## config.mk

```make
export PLATFORM = sky130hd
export DESIGN_NAME = message_pool_queue_manager
export DESIGN_NICKNAME = d
export VERILOG_FILES = /design/src/design/mpq_pkg.sv /design/src/design/mpq_ram.sv /design/src/design/mpq_front.sv /design/src/design/mpq_back.sv /design/src/design/message_pool_queue_manager.sv
export SDC_FILE = /design/constraint.sdc
export NUM_CORES = 2
export LEC_CHECK = 0
export ABC_CLOCK_PERIOD_IN_PS = 8500
export BUFFER_PORTS_ARGS = -buffer_cell sky130_fd_sc_hd__clkbuf_2
export CAP_MARGIN = 20
export CORE_MARGIN = 4
export CORE_UTILIZATION = 43
export DETAILED_ROUTE_END_ITERATION = 16
export GPL_TIMING_DRIVEN = 0
export SYNTH_ARGS = -nofsm -noshare
export SYNTH_HDL_FRONTEND = slang
export SYNTH_SLANG_ARGS = --single-unit
```

## constraint.sdc

```tcl
create_clock -name i_clk -period 8.5 [get_ports i_clk]
set_clock_uncertainty 0.05 [all_clocks]
set_input_delay 1.7 -clock i_clk [delete_from_list [all_inputs] [get_ports i_clk]]
set_output_delay 1.7 -clock i_clk [all_outputs]
set_load 0.02 [all_outputs]
```

## src/design/mpq_pkg.sv

```systemverilog
// shared types, constants and reset-value helpers for the message pool queue manager
// no dependencies
`timescale 1ns / 1ps

package mpq_pkg;

    localparam int POOL_SIZE    = 64;
    localparam int QUEUE_COUNT  = 16;
    localparam int SENDER_BITS  = 5;
    localparam int PAYLOAD_BITS = 32;

    localparam int CMD_W  = 4;
    localparam int QID_W  = 4;
    localparam int IDX_W  = $clog2(POOL_SIZE);
    localparam int LINK_W = IDX_W + 1;
    localparam int QIDX_W = (QUEUE_COUNT > 1) ? $clog2(QUEUE_COUNT) : 1;

    localparam logic [LINK_W-1:0] NIL = LINK_W'(POOL_SIZE);

    localparam logic [CMD_W-1:0] CMD_ALLOC    = 4'd0;
    localparam logic [CMD_W-1:0] CMD_FREE     = 4'd1;
    localparam logic [CMD_W-1:0] CMD_INSERT   = 4'd2;
    localparam logic [CMD_W-1:0] CMD_PUSH     = 4'd3;
    localparam logic [CMD_W-1:0] CMD_PEEK     = 4'd4;
    localparam logic [CMD_W-1:0] CMD_POP      = 4'd5;
    localparam logic [CMD_W-1:0] CMD_ISEMPTY  = 4'd6;
    localparam logic [CMD_W-1:0] CMD_MKEMPTY  = 4'd7;

    typedef enum logic [3:0] {
        OP_ALLOC, OP_FREE, OP_INSERT, OP_PUSH, OP_PEEK,
        OP_POP, OP_ISEMPTY, OP_MKEMPTY, OP_NOP, OP_FAIL
    } t_op;

    typedef enum logic [3:0] {
        ST_IDLE, ST_DECODE, ST_SRCH, ST_SRCH_W, ST_PEEK_W, ST_UL_RD, ST_UL_W,
        ST_UL1, ST_UL2, ST_LT1, ST_LT2, ST_LH1, ST_LH2, ST_DONE
    } t_state;

    typedef struct packed {
        t_op                     op;
        logic                    qok;
        logic [QIDX_W-1:0]       q;
        logic [IDX_W-1:0]        m;
        logic [SENDER_BITS-1:0]  snd;
        logic [PAYLOAD_BITS-1:0] pay;
        logic [SENDER_BITS-1:0]  key;
    } t_cmd;

    typedef struct packed {
        logic                    valid;
        logic                    status;
        logic [IDX_W-1:0]        idx;
        logic [SENDER_BITS-1:0]  snd;
        logic [PAYLOAD_BITS-1:0] pay;
        logic                    qempty;
    } t_res;

    // link contents of an entry never written: the free list in index order
    function automatic logic [LINK_W-1:0] rst_next(input logic [IDX_W-1:0] a);
        return LINK_W'(a) + LINK_W'(1);
    endfunction

    function automatic logic [LINK_W-1:0] rst_prev(input logic [IDX_W-1:0] a);
        return (a == '0) ? NIL : (LINK_W'(a) - LINK_W'(1));
    endfunction

endpackage

```

## src/design/mpq_ram.sv

```systemverilog
// generic single write port ram with registered read
// no dependencies
`timescale 1ns / 1ps

module mpq_ram #(
    parameter int WIDTH = 8,
    parameter int DEPTH = 64
) (
    input  logic                     i_clk,
    input  logic                     i_we,
    input  logic [$clog2(DEPTH)-1:0] i_waddr,
    input  logic [WIDTH-1:0]         i_wdata,
    input  logic [$clog2(DEPTH)-1:0] i_raddr,
    output logic [WIDTH-1:0]         o_rdata
);

    logic [WIDTH-1:0] r_mem [DEPTH];

    always_ff @(posedge i_clk) begin
        if (i_we) begin
            r_mem[i_waddr] <= i_wdata;
        end
        o_rdata <= r_mem[i_raddr];
    end

endmodule

```

## src/design/mpq_front.sv

```systemverilog
// command front end: range checks, classification and a two-word command queue
// depends on mpq_pkg
`timescale 1ns / 1ps

module mpq_front (
    input  logic                            i_clk,
    input  logic                            i_rst_n,
    input  logic                            start,
    output logic                            busy,
    input  logic [mpq_pkg::CMD_W-1:0]       i_command,
    input  logic [mpq_pkg::QID_W-1:0]       i_queue_id,
    input  logic [mpq_pkg::IDX_W-1:0]       i_msg_index,
    input  logic [mpq_pkg::SENDER_BITS-1:0] i_sender,
    input  logic [mpq_pkg::PAYLOAD_BITS-1:0] i_payload,
    input  logic [mpq_pkg::SENDER_BITS-1:0] i_sender_key,
    input  logic                            i_pop,
    output logic                            o_cmd_valid,
    output mpq_pkg::t_cmd                   o_cmd
);

    mpq_pkg::t_cmd r_slot [2];
    logic          r_wr, r_rd;
    logic [1:0]    r_cnt;
    mpq_pkg::t_cmd cls;
    logic          qok, iok, push;

    always_comb begin
        qok = 32'(i_queue_id) < mpq_pkg::QUEUE_COUNT;
        iok = 32'(i_msg_index) < mpq_pkg::POOL_SIZE;
        cls.qok = qok;
        cls.q   = qok ? mpq_pkg::QIDX_W'(i_queue_id) : '0;
        cls.m   = i_msg_index;
        cls.snd = i_sender;
        cls.pay = i_payload;
        cls.key = i_sender_key;
        unique case (i_command)
            mpq_pkg::CMD_ALLOC:   cls.op = mpq_pkg::OP_ALLOC;
            mpq_pkg::CMD_FREE:    cls.op = iok ? mpq_pkg::OP_FREE : mpq_pkg::OP_FAIL;
            mpq_pkg::CMD_INSERT:  cls.op = (qok && iok) ? mpq_pkg::OP_INSERT : mpq_pkg::OP_FAIL;
            mpq_pkg::CMD_PUSH:    cls.op = (qok && iok) ? mpq_pkg::OP_PUSH : mpq_pkg::OP_FAIL;
            mpq_pkg::CMD_PEEK:    cls.op = qok ? mpq_pkg::OP_PEEK : mpq_pkg::OP_FAIL;
            mpq_pkg::CMD_POP:     cls.op = qok ? mpq_pkg::OP_POP : mpq_pkg::OP_FAIL;
            mpq_pkg::CMD_ISEMPTY: cls.op = qok ? mpq_pkg::OP_ISEMPTY : mpq_pkg::OP_FAIL;
            mpq_pkg::CMD_MKEMPTY: cls.op = qok ? mpq_pkg::OP_MKEMPTY : mpq_pkg::OP_FAIL;
            default:              cls.op = mpq_pkg::OP_NOP;
        endcase
    end

    assign busy        = (r_cnt == 2'd2);
    assign push        = start && !busy;
    assign o_cmd_valid = (r_cnt != 2'd0);
    assign o_cmd       = r_slot[r_rd];

    always_ff @(posedge i_clk) begin
        if (push) begin
            r_slot[r_wr] <= cls;
        end
        if (!i_rst_n) begin
            r_wr  <= 1'b0;
            r_rd  <= 1'b0;
            r_cnt <= 2'd0;
        end else begin
            if (push) begin
                r_wr <= ~r_wr;
            end
            if (i_pop) begin
                r_rd <= ~r_rd;
            end
            r_cnt <= r_cnt + 2'(push) - 2'(i_pop);
        end
    end

endmodule

```

## src/design/mpq_back.sv

```systemverilog
// command sequencer: link updates over the pool memories, sender search, result register
// depends on mpq_pkg and mpq_ram
`timescale 1ns / 1ps

module mpq_back (
    input  logic          i_clk,
    input  logic          i_rst_n,
    input  logic          i_cmd_valid,
    input  mpq_pkg::t_cmd i_cmd,
    output logic          o_pop,
    output mpq_pkg::t_res o_res
);

    localparam int IW = mpq_pkg::IDX_W;
    localparam int LW = mpq_pkg::LINK_W;
    localparam int SW = mpq_pkg::SENDER_BITS;
    localparam int PW = mpq_pkg::PAYLOAD_BITS;

    mpq_pkg::t_state r_state, n_state;
    mpq_pkg::t_cmd   r_cmd;

    logic [LW-1:0] r_qh [mpq_pkg::QUEUE_COUNT];
    logic [LW-1:0] r_qt [mpq_pkg::QUEUE_COUNT];
    logic [LW-1:0] r_fh, r_ft;
    logic [mpq_pkg::POOL_SIZE-1:0] r_vn, r_vp, r_vs;

    logic [LW-1:0] r_e, n_e, r_p, n_p, r_n, n_n, r_cur, n_cur, r_steps, n_steps;
    logic          r_status, n_status, r_have, n_have;
    logic [SW-1:0] r_osnd, n_osnd;
    logic [PW-1:0] r_opay, n_opay;
    mpq_pkg::t_res r_res;

    logic [IW-1:0] r_rd_addr, rd_addr;
    logic          r_rv_n, r_rv_p, r_rv_s;
    logic [LW-1:0] ram_next, ram_prev, eff_next, eff_prev;
    logic [SW-1:0] ram_snd, eff_snd;
    logic [PW-1:0] ram_pay, eff_pay;

    logic          nx_we, pv_we, sp_we;
    logic [IW-1:0] nx_wa, pv_wa, sp_wa;
    logic [LW-1:0] nx_wd, pv_wd;
    logic [SW-1:0] sd_wd;
    logic [PW-1:0] pl_wd;

    logic          h_we, t_we, use_free, is_alloc;
    logic [LW-1:0] h_val, t_val, l_h, l_t, qhead;

    assign use_free = (r_cmd.op == mpq_pkg::OP_ALLOC) || (r_cmd.op == mpq_pkg::OP_FREE);
    assign is_alloc = (r_cmd.op == mpq_pkg::OP_ALLOC);
    assign qhead    = r_qh[r_cmd.q];
    assign l_h      = use_free ? r_fh : qhead;
    assign l_t      = use_free ? r_ft : r_qt[r_cmd.q];

    // unwritten entries read as their reset contents
    assign eff_next = r_rv_n ? ram_next : mpq_pkg::rst_next(r_rd_addr);
    assign eff_prev = r_rv_p ? ram_prev : mpq_pkg::rst_prev(r_rd_addr);
    assign eff_snd  = r_rv_s ? ram_snd : '0;
    assign eff_pay  = r_rv_s ? ram_pay : '0;

    mpq_ram #(.WIDTH(LW), .DEPTH(mpq_pkg::POOL_SIZE)) u_next (
        .i_clk(i_clk), .i_we(nx_we), .i_waddr(nx_wa), .i_wdata(nx_wd),
        .i_raddr(rd_addr), .o_rdata(ram_next)
    );
    mpq_ram #(.WIDTH(LW), .DEPTH(mpq_pkg::POOL_SIZE)) u_prev (
        .i_clk(i_clk), .i_we(pv_we), .i_waddr(pv_wa), .i_wdata(pv_wd),
        .i_raddr(rd_addr), .o_rdata(ram_prev)
    );
    mpq_ram #(.WIDTH(SW), .DEPTH(mpq_pkg::POOL_SIZE)) u_sender (
        .i_clk(i_clk), .i_we(sp_we), .i_waddr(sp_wa), .i_wdata(sd_wd),
        .i_raddr(rd_addr), .o_rdata(ram_snd)
    );
    mpq_ram #(.WIDTH(PW), .DEPTH(mpq_pkg::POOL_SIZE)) u_payload (
        .i_clk(i_clk), .i_we(sp_we), .i_waddr(sp_wa), .i_wdata(pl_wd),
        .i_raddr(rd_addr), .o_rdata(ram_pay)
    );

    // next state
    always_comb begin
        n_state = r_state;
        unique case (r_state)
            mpq_pkg::ST_IDLE: begin
                if (i_cmd_valid) begin
                    n_state = mpq_pkg::ST_DECODE;
                end
            end
            mpq_pkg::ST_DECODE: begin
                unique case (r_cmd.op)
                    mpq_pkg::OP_ALLOC:
                        n_state = (r_fh == mpq_pkg::NIL) ? mpq_pkg::ST_DONE : mpq_pkg::ST_UL_RD;
                    mpq_pkg::OP_FREE, mpq_pkg::OP_INSERT: n_state = mpq_pkg::ST_LT1;
                    mpq_pkg::OP_PUSH: n_state = mpq_pkg::ST_LH1;
                    mpq_pkg::OP_PEEK:
                        n_state = (qhead == mpq_pkg::NIL) ? mpq_pkg::ST_DONE : mpq_pkg::ST_PEEK_W;
                    mpq_pkg::OP_POP: begin
                        if (r_cmd.key != '0) begin
                            n_state = mpq_pkg::ST_SRCH;
                        end else begin
                            n_state = (qhead == mpq_pkg::NIL) ? mpq_pkg::ST_DONE
                                                              : mpq_pkg::ST_UL_RD;
                        end
                    end
                    default: n_state = mpq_pkg::ST_DONE;
                endcase
            end
            mpq_pkg::ST_SRCH: begin
                n_state = (r_cur == mpq_pkg::NIL || r_steps == LW'(mpq_pkg::POOL_SIZE))
                          ? mpq_pkg::ST_DONE : mpq_pkg::ST_SRCH_W;
            end
            mpq_pkg::ST_SRCH_W:
                n_state = (eff_snd == r_cmd.key) ? mpq_pkg::ST_UL_RD : mpq_pkg::ST_SRCH;
            mpq_pkg::ST_PEEK_W: n_state = mpq_pkg::ST_DONE;
            mpq_pkg::ST_UL_RD:  n_state = mpq_pkg::ST_UL_W;
            mpq_pkg::ST_UL_W:   n_state = mpq_pkg::ST_UL1;
            mpq_pkg::ST_UL1:    n_state = mpq_pkg::ST_UL2;
            mpq_pkg::ST_UL2:    n_state = mpq_pkg::ST_DONE;
            mpq_pkg::ST_LT1:
                n_state = (l_t != mpq_pkg::NIL) ? mpq_pkg::ST_LT2 : mpq_pkg::ST_DONE;
            mpq_pkg::ST_LH1:
                n_state = (l_h != mpq_pkg::NIL) ? mpq_pkg::ST_LH2 : mpq_pkg::ST_DONE;
            mpq_pkg::ST_LT2, mpq_pkg::ST_LH2: n_state = mpq_pkg::ST_DONE;
            mpq_pkg::ST_DONE:   n_state = mpq_pkg::ST_IDLE;
            default:            n_state = mpq_pkg::ST_IDLE;
        endcase
    end

    // datapath actions per state
    always_comb begin
        o_pop    = 1'b0;
        n_e      = r_e;
        n_p      = r_p;
        n_n      = r_n;
        n_cur    = r_cur;
        n_steps  = r_steps;
        n_status = r_status;
        n_have   = r_have;
        n_osnd   = r_osnd;
        n_opay   = r_opay;
        rd_addr  = r_e[IW-1:0];
        nx_we    = 1'b0;
        nx_wa    = r_cmd.m;
        nx_wd    = mpq_pkg::NIL;
        pv_we    = 1'b0;
        pv_wa    = r_cmd.m;
        pv_wd    = mpq_pkg::NIL;
        sp_we    = 1'b0;
        sp_wa    = r_cmd.m;
        sd_wd    = r_cmd.snd;
        pl_wd    = r_cmd.pay;
        h_we     = 1'b0;
        h_val    = mpq_pkg::NIL;
        t_we     = 1'b0;
        t_val    = mpq_pkg::NIL;
        unique case (r_state)
            mpq_pkg::ST_IDLE: begin
                o_pop    = i_cmd_valid;
                n_status = 1'b0;
                n_have   = 1'b0;
            end
            mpq_pkg::ST_DECODE: begin
                rd_addr = qhead[IW-1:0];
                unique case (r_cmd.op)
                    mpq_pkg::OP_ALLOC: begin
                        if (r_fh == mpq_pkg::NIL) begin
                            n_status = 1'b1;
                        end
                        n_e = r_fh;
                    end
                    mpq_pkg::OP_INSERT, mpq_pkg::OP_PUSH: sp_we = 1'b1;
                    mpq_pkg::OP_PEEK: begin
                        n_e = qhead;
                        if (qhead == mpq_pkg::NIL) begin
                            n_status = 1'b1;
                        end else begin
                            n_have = 1'b1;
                        end
                    end
                    mpq_pkg::OP_POP: begin
                        n_cur   = qhead;
                        n_steps = '0;
                        n_e     = qhead;
                        if (r_cmd.key == '0 && qhead == mpq_pkg::NIL) begin
                            n_status = 1'b1;
                        end
                    end
                    mpq_pkg::OP_MKEMPTY: begin
                        h_we = 1'b1;
                        t_we = 1'b1;
                    end
                    mpq_pkg::OP_FAIL: n_status = 1'b1;
                    default: ;
                endcase
            end
            mpq_pkg::ST_SRCH: begin
                rd_addr = r_cur[IW-1:0];
                if (r_cur == mpq_pkg::NIL || r_steps == LW'(mpq_pkg::POOL_SIZE)) begin
                    n_status = 1'b1;
                end
            end
            mpq_pkg::ST_SRCH_W: begin
                if (eff_snd == r_cmd.key) begin
                    n_e = r_cur;
                end else begin
                    n_cur   = eff_next;
                    n_steps = r_steps + LW'(1);
                end
            end
            mpq_pkg::ST_PEEK_W: begin
                n_osnd = eff_snd;
                n_opay = eff_pay;
            end
            mpq_pkg::ST_UL_RD: rd_addr = r_e[IW-1:0];
            mpq_pkg::ST_UL_W: begin
                n_p    = eff_prev;
                n_n    = eff_next;
                n_osnd = is_alloc ? '0 : eff_snd;
                n_opay = is_alloc ? '0 : eff_pay;
                n_have = 1'b1;
            end
            mpq_pkg::ST_UL1: begin
                if (r_p != mpq_pkg::NIL) begin
                    nx_we = 1'b1;
                    nx_wa = r_p[IW-1:0];
                    nx_wd = r_n;
                end else begin
                    h_we  = 1'b1;
                    h_val = r_n;
                end
                if (r_n != mpq_pkg::NIL) begin
                    pv_we = 1'b1;
                    pv_wa = r_n[IW-1:0];
                    pv_wd = r_p;
                end else begin
                    t_we  = 1'b1;
                    t_val = r_p;
                end
            end
            mpq_pkg::ST_UL2: begin
                nx_we = 1'b1;
                nx_wa = r_e[IW-1:0];
                pv_we = 1'b1;
                pv_wa = r_e[IW-1:0];
                // alloc hands out a cleared entry
                sp_we = is_alloc;
                sp_wa = r_e[IW-1:0];
                sd_wd = '0;
                pl_wd = '0;
            end
            mpq_pkg::ST_LT1: begin
                pv_we = 1'b1;
                pv_wd = l_t;
                nx_we = 1'b1;
                n_p   = l_t;
                if (l_t == mpq_pkg::NIL) begin
                    h_we  = 1'b1;
                    h_val = LW'(r_cmd.m);
                end
                t_we  = 1'b1;
                t_val = LW'(r_cmd.m);
            end
            mpq_pkg::ST_LT2: begin
                nx_we = 1'b1;
                nx_wa = r_p[IW-1:0];
                nx_wd = LW'(r_cmd.m);
            end
            mpq_pkg::ST_LH1: begin
                nx_we = 1'b1;
                nx_wd = l_h;
                pv_we = 1'b1;
                n_p   = l_h;
                if (l_h == mpq_pkg::NIL) begin
                    t_we  = 1'b1;
                    t_val = LW'(r_cmd.m);
                end
                h_we  = 1'b1;
                h_val = LW'(r_cmd.m);
            end
            mpq_pkg::ST_LH2: begin
                pv_we = 1'b1;
                pv_wa = r_p[IW-1:0];
                pv_wd = LW'(r_cmd.m);
            end
            default: ;
        endcase
    end

    always_ff @(posedge i_clk) begin
        r_e       <= n_e;
        r_p       <= n_p;
        r_n       <= n_n;
        r_cur     <= n_cur;
        r_steps   <= n_steps;
        r_status  <= n_status;
        r_have    <= n_have;
        r_osnd    <= n_osnd;
        r_opay    <= n_opay;
        r_rd_addr <= rd_addr;
        r_rv_n    <= r_vn[rd_addr];
        r_rv_p    <= r_vp[rd_addr];
        r_rv_s    <= r_vs[rd_addr];
        if (o_pop) begin
            r_cmd <= i_cmd;
        end
        if (r_state == mpq_pkg::ST_DONE) begin
            r_res.status <= r_status;
            r_res.idx    <= r_have ? r_e[IW-1:0] : '0;
            r_res.snd    <= r_have ? r_osnd : '0;
            r_res.pay    <= r_have ? r_opay : '0;
            r_res.qempty <= !r_cmd.qok || (qhead == mpq_pkg::NIL);
        end
        if (!i_rst_n) begin
            r_state     <= mpq_pkg::ST_IDLE;
            r_res.valid <= 1'b0;
            r_vn        <= '0;
            r_vp        <= '0;
            r_vs        <= '0;
            r_fh        <= '0;
            r_ft        <= LW'(mpq_pkg::POOL_SIZE - 1);
            for (int i = 0; i < mpq_pkg::QUEUE_COUNT; i++) begin
                r_qh[i] <= mpq_pkg::NIL;
                r_qt[i] <= mpq_pkg::NIL;
            end
        end else begin
            r_state     <= n_state;
            r_res.valid <= (r_state == mpq_pkg::ST_DONE);
            if (nx_we) begin
                r_vn[nx_wa] <= 1'b1;
            end
            if (pv_we) begin
                r_vp[pv_wa] <= 1'b1;
            end
            if (sp_we) begin
                r_vs[sp_wa] <= 1'b1;
            end
            if (h_we) begin
                if (use_free) begin
                    r_fh <= h_val;
                end else begin
                    r_qh[r_cmd.q] <= h_val;
                end
            end
            if (t_we) begin
                if (use_free) begin
                    r_ft <= t_val;
                end else begin
                    r_qt[r_cmd.q] <= t_val;
                end
            end
        end
    end

    assign o_res = r_res;

endmodule

```

## src/design/message_pool_queue_manager.sv

```systemverilog
// Message pool queue manager: one command per start pulse, one result word per command, in
// order, shown for a single cycle on o_valid; the receiver cannot stall. busy rises when the
// two-word command queue is full. Commands run one at a time in the sequencer; a pop that
// searches by sender reads the queue entries one at a time, up to 64 entries. No clearing
// pass after reset.
// depends on mpq_pkg, mpq_front, mpq_back
`timescale 1ns / 1ps

module message_pool_queue_manager (
    input  logic                             i_clk,
    input  logic                             i_rst_n,
    input  logic                             start,
    output logic                             busy,
    input  logic [mpq_pkg::CMD_W-1:0]        i_command,
    input  logic [mpq_pkg::QID_W-1:0]        i_queue_id,
    input  logic [mpq_pkg::IDX_W-1:0]        i_msg_index,
    input  logic [mpq_pkg::SENDER_BITS-1:0]  i_sender,
    input  logic [mpq_pkg::PAYLOAD_BITS-1:0] i_payload,
    input  logic [mpq_pkg::SENDER_BITS-1:0]  i_sender_key,
    output logic                             o_valid,
    output logic                             o_status,
    output logic [mpq_pkg::IDX_W-1:0]        o_entry_index,
    output logic [mpq_pkg::SENDER_BITS-1:0]  o_entry_sender,
    output logic [mpq_pkg::PAYLOAD_BITS-1:0] o_entry_payload,
    output logic                             o_queue_empty
);

    mpq_pkg::t_cmd cmd;
    mpq_pkg::t_res res;
    logic          cmd_valid, cmd_pop;

    mpq_front u_front (
        .i_clk(i_clk), .i_rst_n(i_rst_n), .start(start), .busy(busy),
        .i_command(i_command), .i_queue_id(i_queue_id), .i_msg_index(i_msg_index),
        .i_sender(i_sender), .i_payload(i_payload), .i_sender_key(i_sender_key),
        .i_pop(cmd_pop), .o_cmd_valid(cmd_valid), .o_cmd(cmd)
    );

    mpq_back u_back (
        .i_clk(i_clk), .i_rst_n(i_rst_n), .i_cmd_valid(cmd_valid), .i_cmd(cmd),
        .o_pop(cmd_pop), .o_res(res)
    );

    assign o_valid         = res.valid;
    assign o_status        = res.status;
    assign o_entry_index   = res.idx;
    assign o_entry_sender  = res.snd;
    assign o_entry_payload = res.pay;
    assign o_queue_empty   = res.qempty;

endmodule

```

==> summary.md <==
| Metric | Value |
|---|---|
| Hold-critical path depth | `0` |
| Number of input and output port buffers inserted | `105` |
| Library cell occupying the most area in the post-synthesis netlist | `sky130_fd_sc_hd__edfxtp_1` |
| Antenna violations before repair | `58` |
| Crit. path cell count | `13` |
| Depth of the CTS H-tree | `5` |
| Worst-case clock buffer depth | `4` |
| Post-CTS Repair Setup Buffers | `0` |
| Largest delay contributor family on the critical path | `buffers and inverters` |
| Total number of placement rows | `221` |
| R2R Path Start | `u_back.r_cmd[51]$_DFFE_PP_` |
| Crit Path Category | `flop to flop` |
| Hold Slack | `0.384 ns` |
| Fin nets | `10600` |
| Critical Path Source | `u_back.r_cmd[51]$_DFFE_PP_` |
| Multiplexer area fraction after synthesis | `0.0827` |
| Post-synthesis compound-gate area fraction | `0.0507` |
| Worst-path cell chain | `clkbuf_1 -> nor2_1 -> a22o_1 -> or3_1 -> a31oi_1 -> buf_4 -> buf_2 -> buf_1 -> buf_8 -> mux4_2 -> a22oi_1 -> a21oi_1 -> or4_1` |
| Clock transition at the registers of the reported paths | `0.06 ns` |
| Clock tree from TritonCTS | `done` |
| Post-synth EDFFs | `3774` |
| Number of buffers added by the clock tree synthesis step | `413` |
| Worst min-delay path category | `flop to flop` |
| Total buffers and inverters traversed by the critical path | `5` |
| Global-route wire length before repair | `791000 um` |
| Relative slew margins | `0.0525` |
| Skew-Pair Late Insertion Delay | `1.03 ns` |
| Cell with the most instances after synthesis | `sky130_fd_sc_hd__edfxtp_1` |
| Number of vias per cell after detailed routing | `6.37` |
| Ratio of cells with drive above 1 in the final layout | `0.178` |
| Endpoint type of the worst setup path | `flop` |
| Via count of the first global-routing pass | `92600` |
| Kind of start point of the critical path | `flop` |
| Arrival time at the worst endpoint | `7.97 ns` |
| Number of maximum-capacitance constraint violations | `0` |
| Drt pass-1 iters | `9` |
| Clock root buffer | `sky130_fd_sc_hd__clkbuf_16` |
| Critical R2R Capture | `u_back.u_payload.o_rdata[25]$_DFF_P_` |
| Number of synthesis warnings | `0` |
| Delay of the slowest critical-path stage | `0.86 ns` |
| Cell area after technology mapping | `0.157 mm2` |
| CTS-repair resized insts | `0` |
| Dominant synthesized flop cell | `sky130_fd_sc_hd__edfxtp_1` |
| Most numerous cell types in the synthesized netlist | `3774 x sky130_fd_sc_hd__edfxtp_1, 1738 x sky130_fd_sc_hd__nand2_1, 586 x sky130_fd_sc_hd__nand3_1, 485 x sky130_fd_sc_hd__mux4_2, 480 x sky130_fd_sc_hd__nor2_1` |
| Tcrit/Tclk final | `0.850` |
| Io pins | `106` |
| Post-Synth Simple-Gate Area | `0.0891` |
| Routed wire length | `596000 um` |
| Hold buffers post-CTS | `0` |
| DRC violations left | `0` |
| Number of distinct standard cells referenced by the synthesized netlist | `71` |
| R2R Setup Slk | `1.27 ns` |
| Global route total overflow | `0` |
| Maximum clock frequency | `138 MHz` |
| Required arrival time at the worst endpoint | `9.24 ns` |
| Number of antenna-violating nets in the routed design | `0` |
| Die Span X | `612 um` |
| Starting density of the core | `0.433` |
| Max-slew violation total from the final report | `0` |
| Final hold vios | `0` |
| Layout area overhead | `16.1%` |
| Run status | `completed` |
| Final core utilization | `0.502` |
| Mean area per synthesized cell | `16.2 um2` |
| Adder-cell area share of the yosys netlist | `0.000478` |
| Worst-case reg-to-reg path depth | `13` |
| Final number of setup-violating endpoints | `0` |
| All-Layer GR Usage | `0.311` |
| Post-synthesis xor/xnor area fraction | `0.00112` |
| Most area-consuming cells after synthesis | `sky130_fd_sc_hd__edfxtp_1 72%, sky130_fd_sc_hd__mux4_2 7.0%, sky130_fd_sc_hd__nand2_1 4.2%` |
| RSZ-0062 raised after global routing | `false` |
| Pin count of the biggest net entering global routing | `65` |
| Fraction of post-synthesis cell area in the top cell type by area | `0.722` |
| Placed standard-cell area | `0.169 mm2` |
| Worst setup path endpoint | `u_back.u_payload.o_rdata[25]$_DFF_P_` |
| Filler cell count | `29800` |
| Crit Path Max Fanout | `10` |
| Die Span Y | `612 um` |
| WL per Instance | `38.1 um` |
| Dominant combinational cell family by area after synthesis | `simple AND/OR/NAND/NOR gates` |
| Cell at the slowest stage of the critical path | `sky130_fd_sc_hd__a31oi_1` |
| Via count | `99700` |
| Fraction of the yosys area taken by sequential cells | `0.757` |
| Number of storage elements in the synthesis netlist | `4049` |
| Fin crit period | `7.23 ns` |
| Worst slew pin tran | `1.42 ns` |
| Final GP Congestion | `1.01` |
| Async S/R FF share, synth | `0` |
| Count of clock tree sinks | `4049` |
| Number of DRC markers after the initial detailed-route iteration | `18200` |
| Synthesized netlist cell count | `9714` |
| Final Instance Area | `0.182 mm2` |
| Sum of net half-perimeters after detailed placement | `425000 um` |
| Standard cell core area | `0.363 mm2` |
| Syn_nets | `9779` |
| Area of the die | `0.375 mm2` |
worst min path at each step:
stage	from	to	slack, ns
3_5_place_dp	u_back.r_status$_DFFE_PP_	u_back.o_res[44]$_DFFE_PP_	0.37
6_report	u_back.r_status$_DFFE_PP_	u_back.o_res[44]$_DFFE_PP_	0.38
2_1_floorplan	u_back.r_status$_DFFE_PP_	u_back.o_res[44]$_DFFE_PP_	0.35
3_3_place_gp	u_back.r_status$_DFFE_PP_	u_back.o_res[44]$_DFFE_PP_	0.36
5_1_grt	u_back.r_status$_DFFE_PP_	u_back.o_res[44]$_DFFE_PP_	0.38
4_1_cts	u_back.r_status$_DFFE_PP_	u_back.o_res[44]$_DFFE_PP_	0.38
routing by layer:
metal	GRT usage	share of wire	up-vias
met3	0.118	0.15	1386
met4	0.138	0.053	36
met1	0.419	0.37	51300
met5	0.00697	0.0014	-
met2	0.448	0.43	7783
li1	-	-	39200
worst reg2reg max path, cell delays in order, from the launching register on:
cell,delay (ns)
sky130_fd_sc_hd__edfxtp_1,0.41
sky130_fd_sc_hd__clkbuf_1,0.56
sky130_fd_sc_hd__nor2_1,0.24
sky130_fd_sc_hd__a22o_1,0.33
sky130_fd_sc_hd__or3_1,0.41
sky130_fd_sc_hd__a31oi_1,0.87
sky130_fd_sc_hd__buf_4,0.47
sky130_fd_sc_hd__buf_2,0.52
sky130_fd_sc_hd__buf_1,0.72
sky130_fd_sc_hd__buf_8,0.25
sky130_fd_sc_hd__mux4_2,0.31
sky130_fd_sc_hd__a22oi_1,0.83
sky130_fd_sc_hd__a21oi_1,0.25
sky130_fd_sc_hd__or4_1,0.81
state kept, by name (all words and copies together) (netlist names), 7 cells and up:
signal,cells
u_back.r_fh,7
u_back.r_cur,7
u_back.u_next.o_rdata,7
u_back.r_steps,7
u_back.u_payload.r_mem,2048
u_back.r_p,7
u_back.r_n,7
u_back.r_qt,112
u_back.u_prev.r_mem,448
u_back.o_res,46
u_back.r_opay,32
u_back.u_payload.o_rdata,32
u_back.r_qh,112
u_back.u_sender.r_mem,320
u_back.u_prev.o_rdata,7
u_front.r_slot,112
u_back.r_vs,64
u_back.r_cmd,56
u_back.u_next.r_mem,448
u_back.r_vp,64
u_back.r_ft,7
u_back.r_vn,64
placed cells by master, fill, tap and decap left out, types with 39 or more instances in the layout:
master,instances
sky130_fd_sc_hd__clkinv_1,80
sky130_fd_sc_hd__a31oi_1,228
sky130_fd_sc_hd__o21a_1,194
sky130_fd_sc_hd__mux2_2,62
sky130_fd_sc_hd__a21oi_1,218
sky130_fd_sc_hd__clkbuf_2,111
sky130_fd_sc_hd__clkbuf_1,374
sky130_fd_sc_hd__mux2i_1,133
sky130_fd_sc_hd__mux4_2,485
sky130_fd_sc_hd__nor2_1,403
sky130_fd_sc_hd__buf_12,137
sky130_fd_sc_hd__or4_1,46
sky130_fd_sc_hd__nand4_1,114
sky130_fd_sc_hd__clkinv_2,72
sky130_fd_sc_hd__and2_1,95
sky130_fd_sc_hd__buf_2,198
sky130_fd_sc_hd__a22oi_1,207
sky130_fd_sc_hd__buf_4,71
sky130_fd_sc_hd__edfxtp_1,3774
sky130_fd_sc_hd__a32oi_1,113
sky130_fd_sc_hd__dfxtp_1,275
sky130_fd_sc_hd__nand2_1,1737
sky130_fd_sc_hd__buf_8,39
sky130_fd_sc_hd__clkbuf_16,421
sky130_fd_sc_hd__nand3_1,586
sky130_fd_sc_hd__nor2_4,67
sky130_fd_sc_hd__buf_1,45
sky130_fd_sc_hd__buf_6,46
final cells by class:
cell class / instances / area, um2 / area share
well taps: 4794 / 6000 / 0.0329
diodes: 24 / 60.1 / 0.000330
plain buffers: 590 / 2870 / 0.0158
multi-input cells: 5059 / 35800 / 0.197
repair buffers: 362 / 5200 / 0.0286
clock buffers: 544 / 11200 / 0.0614
clock inverters: 220 / 2090 / 0.0115
inverters: 16 / 60.1 / 0.000330
flip-flops and latches: 4049 / 119000 / 0.653
metrics by stage:
step | setup WS, ns | instances | TNS (ns)
finish | 1.27 | 15700 | 0
global route | 1.19 | 15600 | 0
CTS | 1.37 | 15600 | 0
detailed placement | 1.38 | 14900 | 0
global placement | -5.10 | 14600 | -639.70
floorplan | 0.489 | 9714 | 0
logic make-up (layout without fill, tap and decap cells):
kind of cell	Yosys count	in the layout
AOI/OAI and AO/OA	1133	1133
xor gates and xnor gates	20	20
adders and majority gates	6	6
buffers and inverters	606	1732
DFF	4049	4049
muxes	681	681
other	0	24
and+or+nand+nor	3219	3219
Power is left out: the tool's default activity adds up to more than one toggle a clock period on the data nets, which glitch-free logic cannot reach.
